## src/sv/tbps_pkg.sv

```systemverilog
package tbps_pkg;

    // field widths
    localparam int SIZE_W = 16;
    localparam int ID_W   = 16;
    localparam int TOK_W  = 16;
    localparam int TIME_W = 32;
    localparam int CFG_W  = 16;
    localparam int IDX_W  = 2;

    // sizing
    localparam int QUEUE_DEPTH_DEF = 16;
    localparam int MAX_RESULTS     = 16;
    localparam int RES_CNT_W       = $clog2(MAX_RESULTS + 1);

    // reset values of the registers
    localparam logic [CFG_W-1:0] CAPACITY_RST = 16'd50;
    localparam logic [CFG_W-1:0] AMOUNT_RST   = 16'd5;
    localparam logic [CFG_W-1:0] PERIOD_RST   = 16'd1000;

    // register indexes
    localparam logic [IDX_W-1:0] REG_CAPACITY = 2'd0;
    localparam logic [IDX_W-1:0] REG_AMOUNT   = 2'd1;
    localparam logic [IDX_W-1:0] REG_PERIOD   = 2'd2;

    // operation codes
    localparam logic OP_TICK    = 1'b0;
    localparam logic OP_ENQUEUE = 1'b1;

    // result kinds
    localparam logic KIND_REPLY   = 1'b0;
    localparam logic KIND_RELEASE = 1'b1;

    // status codes
    localparam logic [1:0] STATUS_OK        = 2'd0;
    localparam logic [1:0] STATUS_TOO_LARGE = 2'd1;
    localparam logic [1:0] STATUS_FULL      = 2'd2;

    // classified command from front to back
    typedef struct packed {
        logic              op;
        logic              too_large;
        logic [SIZE_W-1:0] size;
        logic [ID_W-1:0]   id;
    } cmd_t;

    // configuration seen by the back part
    typedef struct packed {
        logic [CFG_W-1:0] capacity;
        logic [CFG_W-1:0] amount;
        logic [CFG_W-1:0] period;
        logic             reload;
    } cfg_t;

    // one result word
    typedef struct packed {
        logic              kind;
        logic [1:0]        status;
        logic [ID_W-1:0]   sent_id;
        logic [SIZE_W-1:0] sent_size;
        logic [TIME_W-1:0] send_time;
        logic              last;
    } result_t;

endpackage

```

## src/sv/token_bucket_packet_shaper.sv

```systemverilog
// token bucket shaper in front of a descriptor queue
// an accepted item waits in a two-entry command queue until the sequencer is idle; the
// reply word is held until ST_HEAD_CHK knows whether a release follows, and waits there
// while the output is stalled; each release passes through ST_HEAD_RD and ST_HEAD_CHK
// for the registered read of the descriptor memory, and no new item is taken meanwhile
// reset: aresetn is synchronous, active low; queue empty, 5 tokens, registers 50 / 5 / 1000
module token_bucket_packet_shaper #(
    parameter int QUEUE_DEPTH = tbps_pkg::QUEUE_DEPTH_DEF
) (
    input  logic                         aclk,
    input  logic                         aresetn,
    input  logic                         s_valid,
    output logic                         s_ready,
    input  logic                         s_operation,
    input  logic [tbps_pkg::SIZE_W-1:0]  s_packet_size,
    input  logic [tbps_pkg::ID_W-1:0]    s_packet_id,
    output logic                         m_valid,
    input  logic                         m_ready,
    output logic                         m_kind,
    output logic [1:0]                   m_status,
    output logic [tbps_pkg::ID_W-1:0]    m_sent_id,
    output logic [tbps_pkg::SIZE_W-1:0]  m_sent_size,
    output logic [tbps_pkg::TIME_W-1:0]  m_send_time,
    output logic                         m_last,
    input  logic                         cfg_wr_en,
    input  logic [tbps_pkg::IDX_W-1:0]   cfg_index,
    input  logic [tbps_pkg::CFG_W-1:0]   cfg_wdata
);
    import tbps_pkg::*;

    logic [CFG_W-1:0] capacity_reg;
    logic [CFG_W-1:0] amount_reg;
    logic [CFG_W-1:0] period_reg;
    cfg_t             cfg;
    cmd_t             cmd;
    logic             cmd_valid;
    logic             cmd_ready;
    result_t          result;

    // configuration registers
    always_ff @(posedge aclk) begin
        if (!aresetn) begin
            capacity_reg <= CAPACITY_RST;
            amount_reg   <= AMOUNT_RST;
            period_reg   <= PERIOD_RST;
        end else if (cfg_wr_en) begin
            case (cfg_index)
                REG_CAPACITY: capacity_reg <= cfg_wdata;
                REG_AMOUNT:   amount_reg   <= cfg_wdata;
                REG_PERIOD:   period_reg   <= cfg_wdata;
                default: ;
            endcase
        end
    end

    always_comb begin
        cfg.capacity = capacity_reg;
        cfg.amount   = (cfg_wr_en && cfg_index == REG_AMOUNT) ? cfg_wdata : amount_reg;
        cfg.period   = period_reg;
        cfg.reload   = cfg_wr_en && (cfg_index == REG_AMOUNT);
    end

    tbps_front u_front (
        .aclk          (aclk),
        .aresetn       (aresetn),
        .s_valid       (s_valid),
        .s_ready       (s_ready),
        .s_operation   (s_operation),
        .s_packet_size (s_packet_size),
        .s_packet_id   (s_packet_id),
        .capacity      (capacity_reg),
        .cmd_valid     (cmd_valid),
        .cmd_ready     (cmd_ready),
        .cmd           (cmd)
    );

    tbps_back #(
        .QUEUE_DEPTH (QUEUE_DEPTH)
    ) u_back (
        .aclk      (aclk),
        .aresetn   (aresetn),
        .cmd_valid (cmd_valid),
        .cmd_ready (cmd_ready),
        .cmd       (cmd),
        .cfg       (cfg),
        .m_valid   (m_valid),
        .m_ready   (m_ready),
        .result    (result)
    );

    // result word onto the ports
    assign m_kind      = result.kind;
    assign m_status    = result.status;
    assign m_sent_id   = result.sent_id;
    assign m_sent_size = result.sent_size;
    assign m_send_time = result.send_time;
    assign m_last      = result.last;

endmodule

```

## src/sv/tbps_ram.sv

```systemverilog
module tbps_ram #(
    parameter int WIDTH = 32,
    parameter int DEPTH = 16
) (
    input  logic                                    aclk,
    input  logic                                    wr_en,
    input  logic [((DEPTH > 1) ? $clog2(DEPTH) : 1)-1:0] wr_addr,
    input  logic [WIDTH-1:0]                        wr_data,
    input  logic [((DEPTH > 1) ? $clog2(DEPTH) : 1)-1:0] rd_addr,
    output logic [WIDTH-1:0]                        rd_data
);

    logic [WIDTH-1:0] mem [DEPTH];

    // one write port, one registered read port
    always_ff @(posedge aclk) begin
        if (wr_en) begin
            mem[wr_addr] <= wr_data;
        end
        rd_data <= mem[rd_addr];
    end

endmodule

```

## src/sv/tbps_front.sv

```systemverilog
module tbps_front (
    input  logic                         aclk,
    input  logic                         aresetn,
    input  logic                         s_valid,
    output logic                         s_ready,
    input  logic                         s_operation,
    input  logic [tbps_pkg::SIZE_W-1:0]  s_packet_size,
    input  logic [tbps_pkg::ID_W-1:0]    s_packet_id,
    input  logic [tbps_pkg::CFG_W-1:0]   capacity,
    output logic                         cmd_valid,
    input  logic                         cmd_ready,
    output tbps_pkg::cmd_t               cmd
);
    import tbps_pkg::*;

    cmd_t       slot_reg [2];
    logic       wr_ptr_reg;
    logic       rd_ptr_reg;
    logic [1:0] count_reg;
    logic       push;
    logic       pop;
    cmd_t       in_cmd;

    // classify the incoming word
    always_comb begin
        in_cmd.op        = s_operation;
        in_cmd.too_large = (s_packet_size > capacity);
        in_cmd.size      = s_packet_size;
        in_cmd.id        = s_packet_id;
    end

    assign s_ready   = (count_reg != 2'd2);
    assign cmd_valid = (count_reg != 2'd0);
    assign cmd       = slot_reg[rd_ptr_reg];
    assign push      = s_valid && s_ready;
    assign pop       = cmd_valid && cmd_ready;

    // two-entry command queue
    always_ff @(posedge aclk) begin
        if (!aresetn) begin
            wr_ptr_reg <= 1'b0;
            rd_ptr_reg <= 1'b0;
            count_reg  <= 2'd0;
        end else begin
            if (push) begin
                wr_ptr_reg <= ~wr_ptr_reg;
            end
            if (pop) begin
                rd_ptr_reg <= ~rd_ptr_reg;
            end
            if (push && !pop) begin
                count_reg <= count_reg + 2'd1;
            end else if (pop && !push) begin
                count_reg <= count_reg - 2'd1;
            end
        end
    end

    // command payload
    always_ff @(posedge aclk) begin
        if (push) begin
            slot_reg[wr_ptr_reg] <= in_cmd;
        end
    end

endmodule

```

## src/sv/tbps_back.sv

```systemverilog
module tbps_back #(
    parameter int QUEUE_DEPTH = tbps_pkg::QUEUE_DEPTH_DEF
) (
    input  logic              aclk,
    input  logic              aresetn,
    input  logic              cmd_valid,
    output logic              cmd_ready,
    input  tbps_pkg::cmd_t    cmd,
    input  tbps_pkg::cfg_t    cfg,
    output logic              m_valid,
    input  logic              m_ready,
    output tbps_pkg::result_t result
);
    import tbps_pkg::*;

    localparam int PTR_W = (QUEUE_DEPTH > 1) ? $clog2(QUEUE_DEPTH) : 1;
    localparam int CNT_W = $clog2(QUEUE_DEPTH + 1);
    localparam int DESC_W = SIZE_W + ID_W;
    localparam logic [PTR_W-1:0] PTR_LAST = PTR_W'(QUEUE_DEPTH - 1);
    localparam logic [CNT_W-1:0] CNT_FULL = CNT_W'(QUEUE_DEPTH);
    localparam logic [RES_CNT_W-1:0] RES_LIMIT = RES_CNT_W'(MAX_RESULTS);

    typedef enum logic [1:0] {
        ST_IDLE,
        ST_HEAD_RD,
        ST_HEAD_CHK
    } state_t;

    state_t                state_reg, state_next;
    logic [PTR_W-1:0]      head_reg, head_next;
    logic [PTR_W-1:0]      tail_reg, tail_next;
    logic [CNT_W-1:0]      count_reg, count_next;
    logic [TOK_W-1:0]      tokens_reg, tokens_next;
    logic [CFG_W-1:0]      period_cnt_reg, period_cnt_next;
    logic [TIME_W-1:0]     elapsed_reg, elapsed_next;
    logic [RES_CNT_W-1:0]  n_reg, n_next;
    logic                  have_pend_reg, have_pend_next;
    result_t               pend_reg, pend_next;
    logic                  m_valid_reg, m_valid_next;
    result_t               result_reg, result_next;

    logic                  ram_we;
    logic [DESC_W-1:0]     ram_rd_data;
    logic [SIZE_W-1:0]     head_size;
    logic [ID_W-1:0]       head_id;
    logic                  out_free;
    logic                  fits;
    logic [CFG_W-1:0]      period_inc;
    logic [TOK_W:0]        refill_sum;
    logic [1:0]            enq_status;

    // descriptor store: size over id
    tbps_ram #(
        .WIDTH (DESC_W),
        .DEPTH (QUEUE_DEPTH)
    ) u_desc_ram (
        .aclk    (aclk),
        .wr_en   (ram_we),
        .wr_addr (tail_reg),
        .wr_data ({cmd.size, cmd.id}),
        .rd_addr (head_reg),
        .rd_data (ram_rd_data)
    );

    assign head_size = ram_rd_data[DESC_W-1:ID_W];
    assign head_id   = ram_rd_data[ID_W-1:0];
    assign m_valid   = m_valid_reg;
    assign result    = result_reg;

    // refill and enqueue arithmetic
    always_comb begin
        period_inc = period_cnt_reg + 1'b1;
        refill_sum = {1'b0, tokens_reg} + {1'b0, cfg.amount};
        out_free   = !m_valid_reg || m_ready;
        fits       = (count_reg != '0) && (head_size <= tokens_reg) && (n_reg < RES_LIMIT);
        if (cmd.too_large) begin
            enq_status = STATUS_TOO_LARGE;
        end else if (count_reg == CNT_FULL) begin
            enq_status = STATUS_FULL;
        end else begin
            enq_status = STATUS_OK;
        end
    end

    // sequencer next state
    always_comb begin
        state_next      = state_reg;
        head_next       = head_reg;
        tail_next       = tail_reg;
        count_next      = count_reg;
        tokens_next     = tokens_reg;
        period_cnt_next = period_cnt_reg;
        elapsed_next    = elapsed_reg;
        n_next          = n_reg;
        have_pend_next  = have_pend_reg;
        pend_next       = pend_reg;
        m_valid_next    = m_valid_reg;
        result_next     = result_reg;
        ram_we          = 1'b0;
        cmd_ready       = 1'b0;

        if (m_valid_reg && m_ready) begin
            m_valid_next = 1'b0;
        end

        case (state_reg)
            ST_IDLE: begin
                cmd_ready = 1'b1;
                if (cmd_valid) begin
                    state_next = ST_HEAD_RD;
                    if (cmd.op == OP_TICK) begin
                        // advance time, refill once per period
                        n_next         = '0;
                        have_pend_next = 1'b0;
                        elapsed_next   = elapsed_reg + 1'b1;
                        if (period_inc >= cfg.period) begin
                            period_cnt_next = '0;
                            tokens_next = (refill_sum > {1'b0, cfg.capacity}) ?
                                          cfg.capacity : refill_sum[TOK_W-1:0];
                        end else begin
                            period_cnt_next = period_inc;
                        end
                    end else begin
                        // queue the descriptor if it is accepted and hold the reply
                        if (enq_status == STATUS_OK) begin
                            ram_we     = 1'b1;
                            tail_next  = (tail_reg == PTR_LAST) ? '0 : tail_reg + 1'b1;
                            count_next = count_reg + 1'b1;
                        end
                        n_next              = RES_CNT_W'(1);
                        have_pend_next      = 1'b1;
                        pend_next.kind      = KIND_REPLY;
                        pend_next.status    = enq_status;
                        pend_next.sent_id   = cmd.id;
                        pend_next.sent_size = '0;
                        pend_next.send_time = '0;
                        pend_next.last      = 1'b0;
                    end
                end
            end
            ST_HEAD_RD: begin
                state_next = ST_HEAD_CHK;
            end
            ST_HEAD_CHK: begin
                // the held word goes out once we know if another follows
                if (!have_pend_reg || out_free) begin
                    if (have_pend_reg) begin
                        m_valid_next     = 1'b1;
                        result_next      = pend_reg;
                        result_next.last = !fits;
                    end
                    if (fits) begin
                        have_pend_next      = 1'b1;
                        pend_next.kind      = KIND_RELEASE;
                        pend_next.status    = STATUS_OK;
                        pend_next.sent_id   = head_id;
                        pend_next.sent_size = head_size;
                        pend_next.send_time = elapsed_reg;
                        pend_next.last      = 1'b0;
                        tokens_next         = tokens_reg - head_size;
                        head_next           = (head_reg == PTR_LAST) ? '0 : head_reg + 1'b1;
                        count_next          = count_reg - 1'b1;
                        n_next              = n_reg + 1'b1;
                        state_next          = ST_HEAD_RD;
                    end else begin
                        have_pend_next = 1'b0;
                        state_next     = ST_IDLE;
                    end
                end
            end
            default: begin
                state_next = ST_IDLE;
            end
        endcase

        // writing the refill amount reloads the bucket
        if (cfg.reload) begin
            tokens_next = cfg.amount;
        end
    end

    // state and registered outputs
    always_ff @(posedge aclk) begin
        if (!aresetn) begin
            state_reg      <= ST_IDLE;
            head_reg       <= '0;
            tail_reg       <= '0;
            count_reg      <= '0;
            tokens_reg     <= AMOUNT_RST;
            period_cnt_reg <= '0;
            elapsed_reg    <= '0;
            n_reg          <= '0;
            have_pend_reg  <= 1'b0;
            m_valid_reg    <= 1'b0;
        end else begin
            state_reg      <= state_next;
            head_reg       <= head_next;
            tail_reg       <= tail_next;
            count_reg      <= count_next;
            tokens_reg     <= tokens_next;
            period_cnt_reg <= period_cnt_next;
            elapsed_reg    <= elapsed_next;
            n_reg          <= n_next;
            have_pend_reg  <= have_pend_next;
            m_valid_reg    <= m_valid_next;
        end
        pend_reg   <= pend_next;
        result_reg <= result_next;
    end

endmodule

```

## config.mk

```make
export PLATFORM = sky130hd
export DESIGN_NAME = token_bucket_packet_shaper
export DESIGN_NICKNAME = d
export VERILOG_FILES = /design/src/sv/tbps_pkg.sv /design/src/sv/token_bucket_packet_shaper.sv /design/src/sv/tbps_ram.sv /design/src/sv/tbps_front.sv /design/src/sv/tbps_back.sv
export SDC_FILE = /design/constraint.sdc
export NUM_CORES = 1
export LEC_CHECK = 0
export BUFFER_PORTS_ARGS = -buffer_cell sky130_fd_sc_hd__buf_4
export CORE_MARGIN = 2
export CORE_UTILIZATION = 40
export DETAILED_ROUTE_END_ITERATION = 10
export MAX_ROUTING_LAYER = met4
export SETUP_SLACK_MARGIN = 0.3
export SLEW_MARGIN = 20
export SYNTH_ARGS = -nofsm -noshare
export SYNTH_HDL_FRONTEND = slang
export SYNTH_SLANG_ARGS = --single-unit
export TNS_END_PERCENT = 10
```

## constraint.sdc

```tcl
create_clock -name aclk -period 18.3 [get_ports aclk]
set_input_delay 3.66 -clock aclk [delete_from_list [all_inputs] [get_ports aclk]]
set_output_delay 3.66 -clock aclk [all_outputs]
set_load 0.01 [all_outputs]
```

==> flow_summary.json <==
{
  "cp-end-kind": "flop",
  "relSlewSlack_pct": 22.98,
  "hold_violations": 0,
  "cts_hold_buf": 0,
  "largest_reg_flops": 512,
  "cp_data_required_time_ns": 18.86,
  "core_sq_um": 88650,
  "cts_resized": 0,
  "antenna_cells": 0,
  "grt_pass1_vias": 19960,
  "nets": 2562,
  "first_iter_violations": 1381,
  "dieHeight_um": 303.6,
  "cts_tree": "yes",
  "pwr_density_cell_nw_per_um2": 120.9,
  "netlist-cell-type-count": 72,
  "power_uw": 5010,
  "slew_violations": 0,
  "hpwl_um": 50810,
  "worstHoldPathType": "reg -> reg",
  "synthTopCellsByCount": "edfxtp_1, dfxtp_1, nor2_1",
  "place.gp.congestion": 0.8865,
  "cpMaxStageDelayCell": "or4b_4",
  "yosysWarnings": 0,
  "ant_nets": 0,
  "grtUsageTotal_pct": 18.56,
  "synth_top_cell_by_area": "edfxtp_1",
  "clk_latency_ns": 0.67,
  "post_synth.cell_area_avg_sq_um": 15.97,
  "leakage_uw": 0.01419,
  "ys_ff_latch": 886,
  "grt_overflow": 0,
  "worst_pin_slew_ns": 1.155,
  "wl_um": 83720,
  "start_util_pct": 40.51,
  "rsz0062_at_grt": "no",
  "cts_htree_levels": 3,
  "min_period_over_period_pct": 47.04,
  "synth_top_flop_cell": "edfxtp_1",
  "final.min_clock_period_ns": 8.608,
  "cap_violations": 0,
  "io_pins": 126,
  "grt_pass1_wl_um": 126200,
  "critPathTopFamily": "compound AO/OA/AOI/OAI gates",
  "clkSlewWorstSetupHoldPaths_ns": 0.06,
  "vdd_ir_drop_max_uv": 75.77,
  "setup_tns_ns": 0,
  "cts_setup_buffers": 0,
  "viasPerCell": 5.383,
  "synth_top_area_share_pct": 59.79,
  "syn_nets": 2399,
  "syn_inst": 2248,
  "root_buffer": "clkbuf_16",
  "yosysMostFrequentCell": "edfxtp_1",
  "synth_enable_flop_cells": 715,
  "ys_seq_area_share_pct": 69.32,
  "syn_to_final_growth_pct": 15.44,
  "dr_total_vias": 19650,
  "slowest_delay_ns": 0.57,
  "crit_arrival_ns": 9.17,
  "clockBufferDepth": 3,
  "status": "complete, no violations",
  "numPortBuffers": 125,
  "synth_area_leaders": "edfxtp_1, mux4_2, dfxtp_1, ha_1, nor2_1",
  "async_reset_ff_share_pct": 0,
  "cp_common_cell": "nand2_1",
  "setup_viol": 0,
  "netlist_area_sq_um": 35910,
  "startpoint_type": "input port",
  "dr.pass1.iters": 5,
  "clock.fmax_mhz": 116.2,
  "drive_gt1_share_pct": 22.00,
  "finalWorstSetupSlack_ns": 9.692,
  "drc": 0,
  "dieArea_sq_um": 92190,
  "fp.dieW_um": 303.6,
  "post-route-util_pct": 46.76,
  "grt_max_degree": 105,
  "routedWlPerCell_um": 22.93,
  "critical_path_class": "in -> reg",
  "clkSinkCount": 886,
  "cts_buffers": 90,
  "nFillCells": 7592,
  "final_cell_area_sq_um": 41450,
  "skew_ns": 0.06423,
  "dpl_cell_area_sq_um": 38420,
  "preCtsSetupSlack_ns": 9.230,
  "antenna_found_initial": 0,
  "critPathBufInv": 2,
  "cp_cell_sequence": "buf_4 > nand2_1 > or2_2 > nand2_1 > nand2_1 > ha_1 > inv_1 > fa_1 > nor2b_1 > o31ai_2 > or4b_4 > a221oi_1 > a21oi_1 > xor2_1 > ha_1 > nand4_1 > nor4_1 > a21boi_0 > o41ai_1 > o211ai_4 > mux2i_1 > a211o_1 > a31oi_1",
  "rows": 109,
  "worstPathMaxFanout": 19
}
[cell type report]
class                           instances  area [sq um]  share of cell area [%]
Clock buffer                          124          2521                   6.082
Clock inverter                         43         506.7                   1.222
Inverter                               74         279.0                  0.6731
Multi-Input combinational cell       1197         10530                   25.41
Sequential cell                       886         24910                   60.08
Tap cell                             1165          1458                   3.516
Timing Repair Buffer                  162          1249                   3.012
[path summary, 6_finish.rpt]
path | endpoint | cells after the start | slack [ns] | start
hold reg to reg | u_back.result[4] | 0 | 0.42 | u_back.pend_reg[4]
setup / recovery | u_back.tokens_reg[15] | 23 | 9.69 | cfg_index[0]
setup reg to reg | u_back.tokens_reg[15] | 20 | 13.18 | amount_reg[0]
hold / removal | u_back.result[4] | 0 | 0.42 | u_back.pend_reg[4]
[report_power, final]
group	total (uW)	switching (uW)	internal, uW
clock network	1850	775	1070
registers	2510	59.5	2450
logic	648	441	208
total	5010	1270	3740
[kinds of logic after synthesis]
| logic type | Yosys count | share of synthesized area [%] |
|---|---|---|
| compound gates | 292 | 5.213 |
| simple gates | 519 | 6.770 |
| xor+xnor | 71 | 1.732 |
| buf+inv | 165 | 1.753 |
| mux | 220 | 11.84 |
| flops | 886 | 69.32 |
| fa+ha+maj | 95 | 3.373 |
[cell usage in the layout, fill, tap and decap left out, types with 49 or more instances in the layout]
cell type,Yosys,layout
a21oi_1,115,115
and2_1,49,49
mux4_2,160,160
clkbuf_16,0,91
buf_4,0,160
nand2_1,162,162
inv_1,72,71
o21ai_0,51,51
nor2_1,167,152
dfxtp_1,171,166
ha_1,92,92
edfxtp_1,715,715
[per-layer routing]
metal,up-vias,track usage (%),wire (um)
li1,8945,-,-
met1,10100,24.77,37490
met2,467,30.16,41000
met3,138,2.551,3479
met4,0,4.732,1742
met5,-,-,0
[stage by stage]
stage / cells / hold slack, ns
floorplan: 2248 / 0.4003
global placement: 3483 / 0.4032
detailed placement: 3484 / 0.4045
CTS: 3651 / 0.4173
global route: 3651 / 0.4241
finish: 3651 / 0.4171
Note: power is estimated with default switching activity, not from simulation.
